[src/rtl/lprfv_pkg.sv]
// lprfv_pkg: shared constants, widths and the arctangent table for the foot velocity block
// used by every file in rtl; depends on nothing
package lprfv_pkg;

    localparam int SINCOS_ITERATIONS = 16;
    localparam int ATAN_ENTRIES      = 24;
    localparam int CORDIC_STEPS      = (SINCOS_ITERATIONS < ATAN_ENTRIES) ?
                                       SINCOS_ITERATIONS : ATAN_ENTRIES;
    // fold stage, one stage per step, rounding stage
    localparam int CORDIC_LAT        = CORDIC_STEPS + 2;
    // trig products, rate products, sums, rounding
    localparam int VEL_LAT           = 4;
    localparam int TOTAL_LAT         = CORDIC_LAT + VEL_LAT;

    localparam int CW = 34;
    localparam int TW = 17;

    typedef logic signed [CW-1:0] t_cw;
    typedef logic signed [TW-1:0] t_trig;

    localparam t_cw HALF_PI_Q30 = 34'sd1686629713;
    localparam t_cw PI_Q30      = 34'sd3373259426;
    localparam t_cw GAIN_Q30    = 34'sd652032874;

    function automatic t_cw atan_q30(input logic [4:0] idx);
        t_cw v;
        unique case (idx)
            5'd0:  v = 34'sh03243F6A8;
            5'd1:  v = 34'sh01DAC6705;
            5'd2:  v = 34'sh00FADBAFC;
            5'd3:  v = 34'sh007F56EA6;
            5'd4:  v = 34'sh003FEAB76;
            5'd5:  v = 34'sh001FFD55B;
            5'd6:  v = 34'sh000FFFAAA;
            5'd7:  v = 34'sh0007FFF55;
            5'd8:  v = 34'sh0003FFFEA;
            5'd9:  v = 34'sh0001FFFFD;
            5'd10: v = 34'sh0000FFFFF;
            5'd11: v = 34'sh00007FFFF;
            5'd12: v = 34'sh00003FFFF;
            5'd13: v = 34'sh00001FFFF;
            5'd14: v = 34'sh00000FFFF;
            5'd15: v = 34'sh000007FFF;
            5'd16: v = 34'sh000003FFF;
            5'd17: v = 34'sh000001FFF;
            5'd18: v = 34'sh000000FFF;
            5'd19: v = 34'sh0000007FF;
            5'd20: v = 34'sh0000003FF;
            5'd21: v = 34'sh0000001FF;
            5'd22: v = 34'sh0000000FF;
            5'd23: v = 34'sh00000007F;
            default: v = '0;
        endcase
        return v;
    endfunction

endpackage

[src/rtl/lprfv_cordic.sv]
// lprfv_cordic: pipelined rotation cordic, one stage per step, sine and cosine in Q1.15
// depends on lprfv_pkg
module lprfv_cordic (
    input  logic                   i_clk,
    input  logic signed [15:0]     i_angle,
    output lprfv_pkg::t_trig       o_sin,
    output lprfv_pkg::t_trig       o_cos
);
    import lprfv_pkg::*;

    t_cw  r_x [0:CORDIC_STEPS];
    t_cw  r_y [0:CORDIC_STEPS];
    t_cw  r_z [0:CORDIC_STEPS];
    logic r_f [0:CORDIC_STEPS];
    t_trig r_sin, r_cos;

    t_cw n_z0;
    assign n_z0 = t_cw'(i_angle) <<< 17;

    // quadrant fold
    always_ff @(posedge i_clk) begin
        r_x[0] <= GAIN_Q30;
        r_y[0] <= '0;
        if (n_z0 > HALF_PI_Q30) begin
            r_z[0] <= n_z0 - PI_Q30;
            r_f[0] <= 1'b1;
        end else if (n_z0 < -HALF_PI_Q30) begin
            r_z[0] <= n_z0 + PI_Q30;
            r_f[0] <= 1'b1;
        end else begin
            r_z[0] <= n_z0;
            r_f[0] <= 1'b0;
        end
    end

    for (genvar i = 0; i < CORDIC_STEPS; i++) begin : g_step
        always_ff @(posedge i_clk) begin
            r_f[i+1] <= r_f[i];
            if (!r_z[i][CW-1]) begin
                r_x[i+1] <= r_x[i] - (r_y[i] >>> i);
                r_y[i+1] <= r_y[i] + (r_x[i] >>> i);
                r_z[i+1] <= r_z[i] - atan_q30(5'(i));
            end else begin
                r_x[i+1] <= r_x[i] + (r_y[i] >>> i);
                r_y[i+1] <= r_y[i] - (r_x[i] >>> i);
                r_z[i+1] <= r_z[i] + atan_q30(5'(i));
            end
        end
    end

    function automatic t_trig to_q15(input t_cw v, input logic flip);
        t_cw  s;
        logic signed [CW-16:0] r;
        s = flip ? -v : v;
        r = (CW-15)'((s + t_cw'(1 <<< 14)) >>> 15);
        if (r > 32768)       return t_trig'(32768);
        else if (r < -32768) return t_trig'(-32768);
        else                 return t_trig'(r);
    endfunction

    always_ff @(posedge i_clk) begin
        r_cos <= to_q15(r_x[CORDIC_STEPS], r_f[CORDIC_STEPS]);
        r_sin <= to_q15(r_y[CORDIC_STEPS], r_f[CORDIC_STEPS]);
    end

    assign o_sin = r_sin;
    assign o_cos = r_cos;
endmodule

[config.mk]
export PLATFORM = sky130hd
export DESIGN_NAME = lprfv_cordic
export DESIGN_NICKNAME = d
export VERILOG_FILES = /design/src/rtl/lprfv_pkg.sv /design/src/rtl/lprfv_cordic.sv
export SDC_FILE = /design/constraint.sdc
export NUM_CORES = 2
export LEC_CHECK = 0
export BUFFER_PORTS_ARGS = -buffer_cell sky130_fd_sc_hd__buf_2
export CAP_MARGIN = 20
export CELL_PAD_IN_SITES_DETAIL_PLACEMENT = 2
export CELL_PAD_IN_SITES_GLOBAL_PLACEMENT = 2
export CORE_ASPECT_RATIO = 1.1
export CORE_MARGIN = 1
export CORE_UTILIZATION = 42
export CTS_BUF_LIST = sky130_fd_sc_hd__clkbuf_8
export CTS_CLUSTER_SIZE = 10
export DETAILED_ROUTE_END_ITERATION = 16
export GPL_TIMING_DRIVEN = 0
export PLACE_DENSITY = 0.87
export SKIP_CTS_REPAIR_TIMING = 1
export SLEW_MARGIN = 5
export SYNTH_ARGS = -nofsm -noshare
export SYNTH_HDL_FRONTEND = slang
export SYNTH_SLANG_ARGS = --single-unit
[constraint.sdc]
create_clock -name i_clk -period 6.41 [get_ports i_clk]
set_clock_uncertainty 0.1 [all_clocks]
set_input_delay 1.923 -clock i_clk [delete_from_list [all_inputs] [get_ports i_clk]]
set_output_delay 1.923 -clock i_clk [all_outputs]
set_load 0.05 [all_outputs]
# Yosys cells after proc, flatten, opt, wreduce, memory -nomap -nowiden

Memory sizes are Yosys's and may differ from the RTL's.
Index checks and enable logic that the tools add are counted.

Register bits after elaboration: 34
Bits in writable memories: 1751
Bits of input ports: 17
Output and inout port bits: 34
Memories kept: 4

Memories:

| memory | depth | width | read ports | clocked after Yosys merged registers in | wr ports | line               | text |
|---|---|---|---|---|---|---|---|
| r_x    | 17    | 34    | 17         | 0                                       | 17       | lprfv_cordic.sv:11 | `t_cw r_x [0:CORDIC_STEPS];` |
| r_y    | 17    | 34    | 17         | 0                                       | 17       | lprfv_cordic.sv:12 | `t_cw r_y [0:CORDIC_STEPS];` |
| r_z    | 17    | 34    | 16         | 0                                       | 17       | lprfv_cordic.sv:13 | `t_cw r_z [0:CORDIC_STEPS];` |
| r_f    | 17    | 1     | 17         | 0                                       | 17       | lprfv_cordic.sv:14 | `logic r_f [0:CORDIC_STEPS];` |

Add/subtract/negate cells: 101
Order comparisons: 6
Muxes and demuxes: 96
Bitwise gates (word level): 52
Reduce and logical (&&, ||, !) cells: 2

Operator list:

| kind                                           | number |
|---|---|
| two-way mux 34 bit                             | 52 |
| adder 34 x 16 -> 34 bit, second input constant | 3 |
| adder 34 x 19 -> 34 bit                        | 2 |
| adder 34 x 20 -> 34 bit                        | 2 |
| adder 34 x 21 -> 34 bit                        | 2 |
| adder 34 x 22 -> 34 bit                        | 2 |
| adder 34 x 23 -> 34 bit                        | 2 |
| adder 34 x 24 -> 34 bit                        | 2 |
| adder 34 x 25 -> 34 bit                        | 2 |
| adder 34 x 26 -> 34 bit                        | 2 |
| adder 34 x 27 -> 34 bit                        | 2 |
| adder 34 x 28 -> 34 bit                        | 2 |
| adder 34 x 29 -> 34 bit                        | 2 |
| adder 34 x 30 -> 34 bit                        | 2 |
| adder 34 x 31 -> 34 bit                        | 2 |
| adder 34 x 32 -> 34 bit                        | 2 |
| adder 34 x 33 -> 34 bit                        | 2 |
| negator 34 bit                                 | 2 |
| subtractor 34 x 19 -> 34 bit                   | 2 |
| subtractor 34 x 20 -> 34 bit                   | 2 |
| subtractor 34 x 21 -> 34 bit                   | 2 |
| subtractor 34 x 22 -> 34 bit                   | 2 |
| subtractor 34 x 23 -> 34 bit                   | 2 |
| subtractor 34 x 24 -> 34 bit                   | 2 |
| other kinds (52)                               | 158 |

# Longest topological paths before layout

Depth after elaboration: 6
Depth in mapped cells: 22
Depth with buffers taken out: 22

# Worst setup path before layout

Ideal clock, no wire load.

Path kind: reg2reg
Start: memory r_y[3][6] (netlist bit)
End: memory r_x[4][32] (netlist bit)
Setup time: 0.123 ns
Arrival: 4.587 ns
Required time: 6.187 ns
Setup slack: 1.600 ns
Stages on the path, launching flop included: 20
Cells stage by stage: dfxtp_1 -> nor2_1 -> nor4b_1 -> nand2b_1 -> nor3b_1 -> nor2b_1 -> a21oi_1 -> xor2_1 -> ha_1 -> a21oi_1 -> o21ai_0 -> a2111oi_0 -> o2111ai_1 -> nand2_1 -> o21ai_0 -> or4_1 -> nor3b_1 -> a2111oi_0 -> a21oi_1 -> xor2_1

RTL lines:

| element         | line |
|---|---|
| start, declared | lprfv_cordic.sv:12 |
| end, declared   | lprfv_cordic.sv:11 |

==> impl_metrics.toml <==
[place]
hpwl_mm = 331
place_ws_ns = -0.891
gp_congestion = 0.907
io_buffers = 45

[clocking]
cts.sinks = 1526
numCtsBuffers = 293
root_buffer = "clkbuf_8"
clock_path_buffers = 4
worstSkewPairLatency_ns = 1.03
htree_levels = 5
clk_pin_slew_ns = 0.07
cts_tree = "built"

[critical_path]
critPathTopFamily = "compound AO/OA/AOI/OAI gates"
end_kind = "register"
worstSetupPathType = "register to register"
cp_max_fo = 19
path_cells = "clkbuf_1 > clkbuf_2 > clkbuf_2 > nor2_1 > xnor2_1 > ha_1 > o21ai_0 > o21ai_0 > a31oi_1 > o31a_1 > nor3_1 > o41a_1 > nand4_1 > nand3_1 > o41ai_1 > o21ai_0 > xnor2_1"
path_buf_inv = 3
critPathLaunchType = "register"
cpPeakStageDelay_ns = 0.67
cp_slowest_cell = "dfxtp_2"
crit_top_cell = "o21ai_0"
cp.arrival_ns = 7.36
crit_required_ns = 7.25

[min_path]
hp-class = "register to register"

[cells_and_area]
mostFrequentLayoutCells = "1496 x dfxtp_1, 1433 x a21oi_1, 1430 x ha_1"
drive_gt1_share_pct = 5.29
fin_nets = 15200
area_growth_pct = 10.2
final_common_cell = "dfxtp_1"

[outcome]
outcome = "finished, violations left"
failed_checks = "negative setup slack"

[synthesis]
seq_area_frac_synth_pct = 27.2
synth-edff-count = 21
synth-main-ff-cell = "dfxtp_1"
ys_ff_latch = 1526
async_reset_ff_share_pct = 0
synth_compound_area_share_pct = 22.2
synth_xor_area_share_pct = 14.8
synthTopCellsByArea = "dfxtp_1 27%, ha_1 16%, xnor2_1 10%, a21oi_1 6.3%, xor2_1 4.8%"
synthSimpleGateAreaFrac_pct = 15.5
syn_area_um2 = 113000
postSynthAreaPerCell_um2 = 8.46
yosys.area.top_type = "dfxtp_1"
synth_top_family_by_area = "compound AO/OA/AOI/OAI gates"
synth_fa_ha_area_share_pct = 16.6
synth_top_area_share_pct = 26.7
muxShareOfSynthArea_pct = 1.09
yosys.cell_types.count = 105
syn_inst = 13400
yosys_warnings = 0

[detailed_routing]
route.detailed.drc = 0
drt_iter0_drc = 5341
wl_met3_mm = 17.3
ant_nets = 0
first_pass_iters = 6
routed_wl_mm = 478
met1_length_mm = 183
wl_per_cell_um = 27.3
top_layer_used = "met5"
route.vias.total = 108000
viasPerCell = 6.18
route.met2.wl_mm = 247

[floorplanning]
dieWidth_um = 497
rows = 199
start_util_pct = 42.3
dieArea_um2 = 271000
die_h_um = 546
io_pins = 51
core_area_um2 = 267000

[sta]
fin_crit_sh_pct = 102
setup_viol = 2
max_freq_mhz = 153
tightest_slew_ns = 1.19
fin_ws_ns = -0.108
layout_min_cycle_time_ns = 6.52
max_slew_margin_pct = 20.0
hold_viol_final = 0
slew_viol_final = 0

[grt]
grt_max_degree = 25
antenna_found_initial = 12
overflow = 0
grtUsageTotal_pct = 33.0
grt_pass1_vias = 122000
grt_pass1_wl_mm = 720

[job]
drv_cap = 0
-- path summary, 6_finish.rpt --
kind / start / endpoint / slack [ns] / cells after the start
max: r_z[5][33] / r_x[6][33] / -0.11 / 17
min: r_f[0][7] / r_f[1][0] / 0.22 / 0
min reg2reg: r_f[0][7] / r_f[1][0] / 0.22 / 0
max reg2reg: r_z[5][33] / r_x[6][33] / -0.11 / 17
-- state kept, by name (all words and copies together) (netlist names) --
name   cells
r_y      511
o_cos     17
r_x      484
r_f       17
o_sin     17
r_z      480
-- cells in the mapped netlist (67+ instances only) --
| cell | n |
|---|---|
| a211oi_1 | 175 |
| a21o_1 | 573 |
| a21oi_1 | 1433 |
| a31oi_1 | 157 |
| and2_1 | 80 |
| and3_1 | 113 |
| clkbuf_1 | 159 |
| dfxtp_1 | 1505 |
| ha_1 | 1430 |
| inv_1 | 558 |
| mux2i_1 | 82 |
| nand2_1 | 672 |
| nand2b_1 | 220 |
| nand3_1 | 218 |
| nand4_1 | 67 |
| nor2_1 | 1220 |
| nor2b_1 | 194 |
| nor3_1 | 368 |
| nor4_1 | 100 |
| o21a_1 | 217 |
| o21ai_0 | 660 |
| o21bai_1 | 143 |
| or3_1 | 88 |
| xnor2_1 | 1287 |
| xor2_1 | 617 |
-- per-stage QoR --
stage | utilization (%) | area, um2 | hold slack [ns] | cells | setup TNS [ns]
after floorplan | - | 113000 | 0.210 | 13400 | 0
after CTS | 46.4 | 124000 | 0.225 | 17500 | -22.71
after global routing | 46.6 | 124000 | 0.230 | 17500 | -0.374
after detailed placement | 44.1 | 118000 | 0.215 | 17000 | -9.40
after global placement | 44.0 | 118000 | 0.210 | 16900 | -4.38
final | 46.6 | 124000 | 0.224 | 17500 | -0.137
-- worst reg2reg max path, cell delays in order (launching register included) --
cell and delay, ns:
dfxtp_2 0.67, clkbuf_1 0.54, clkbuf_2 0.53, clkbuf_2 0.42, nor2_1 0.13, xnor2_1 0.39, ha_1 0.38, o21ai_0 0.18
o21ai_0 0.18, a31oi_1 0.46, o31a_1 0.33, nor3_1 0.16, o41a_1 0.46, nand4_1 0.12, nand3_1 0.16, o41ai_1 0.65
o21ai_0 0.32, xnor2_1 0.21
-- routing by layer --
metal	vias to the layer above	global-route usage, %
met4	12	18.2
met2	2972	61.8
met3	1566	4.33
met5	-	0
met1	54700	35.3
li1	48800	-
-- cells by family after synthesis --
family          count (synthesis)
buf+inv                       758
mux                           118
compound gates               3972
other cells                     1
xor+xnor                     1905
flops                        1526
simple gates                 3608
fa+ha+maj                    1473
-- final cells by class --
class                   instances  area (um2)
flip-flops and latches       1526       30800
clock buffers                 350        4820
multi-input cells           11100       79500
plain buffers                 195         788
diodes                         17        42.5
inverters                     560        2110
fillers                     29200      143000
clock inverters               153        1380
well taps                    3517        4400
repair buffers                 73         666
Power is not shown: default switching activity piles up to over one toggle a cycle in this logic, so the estimate is an artifact.
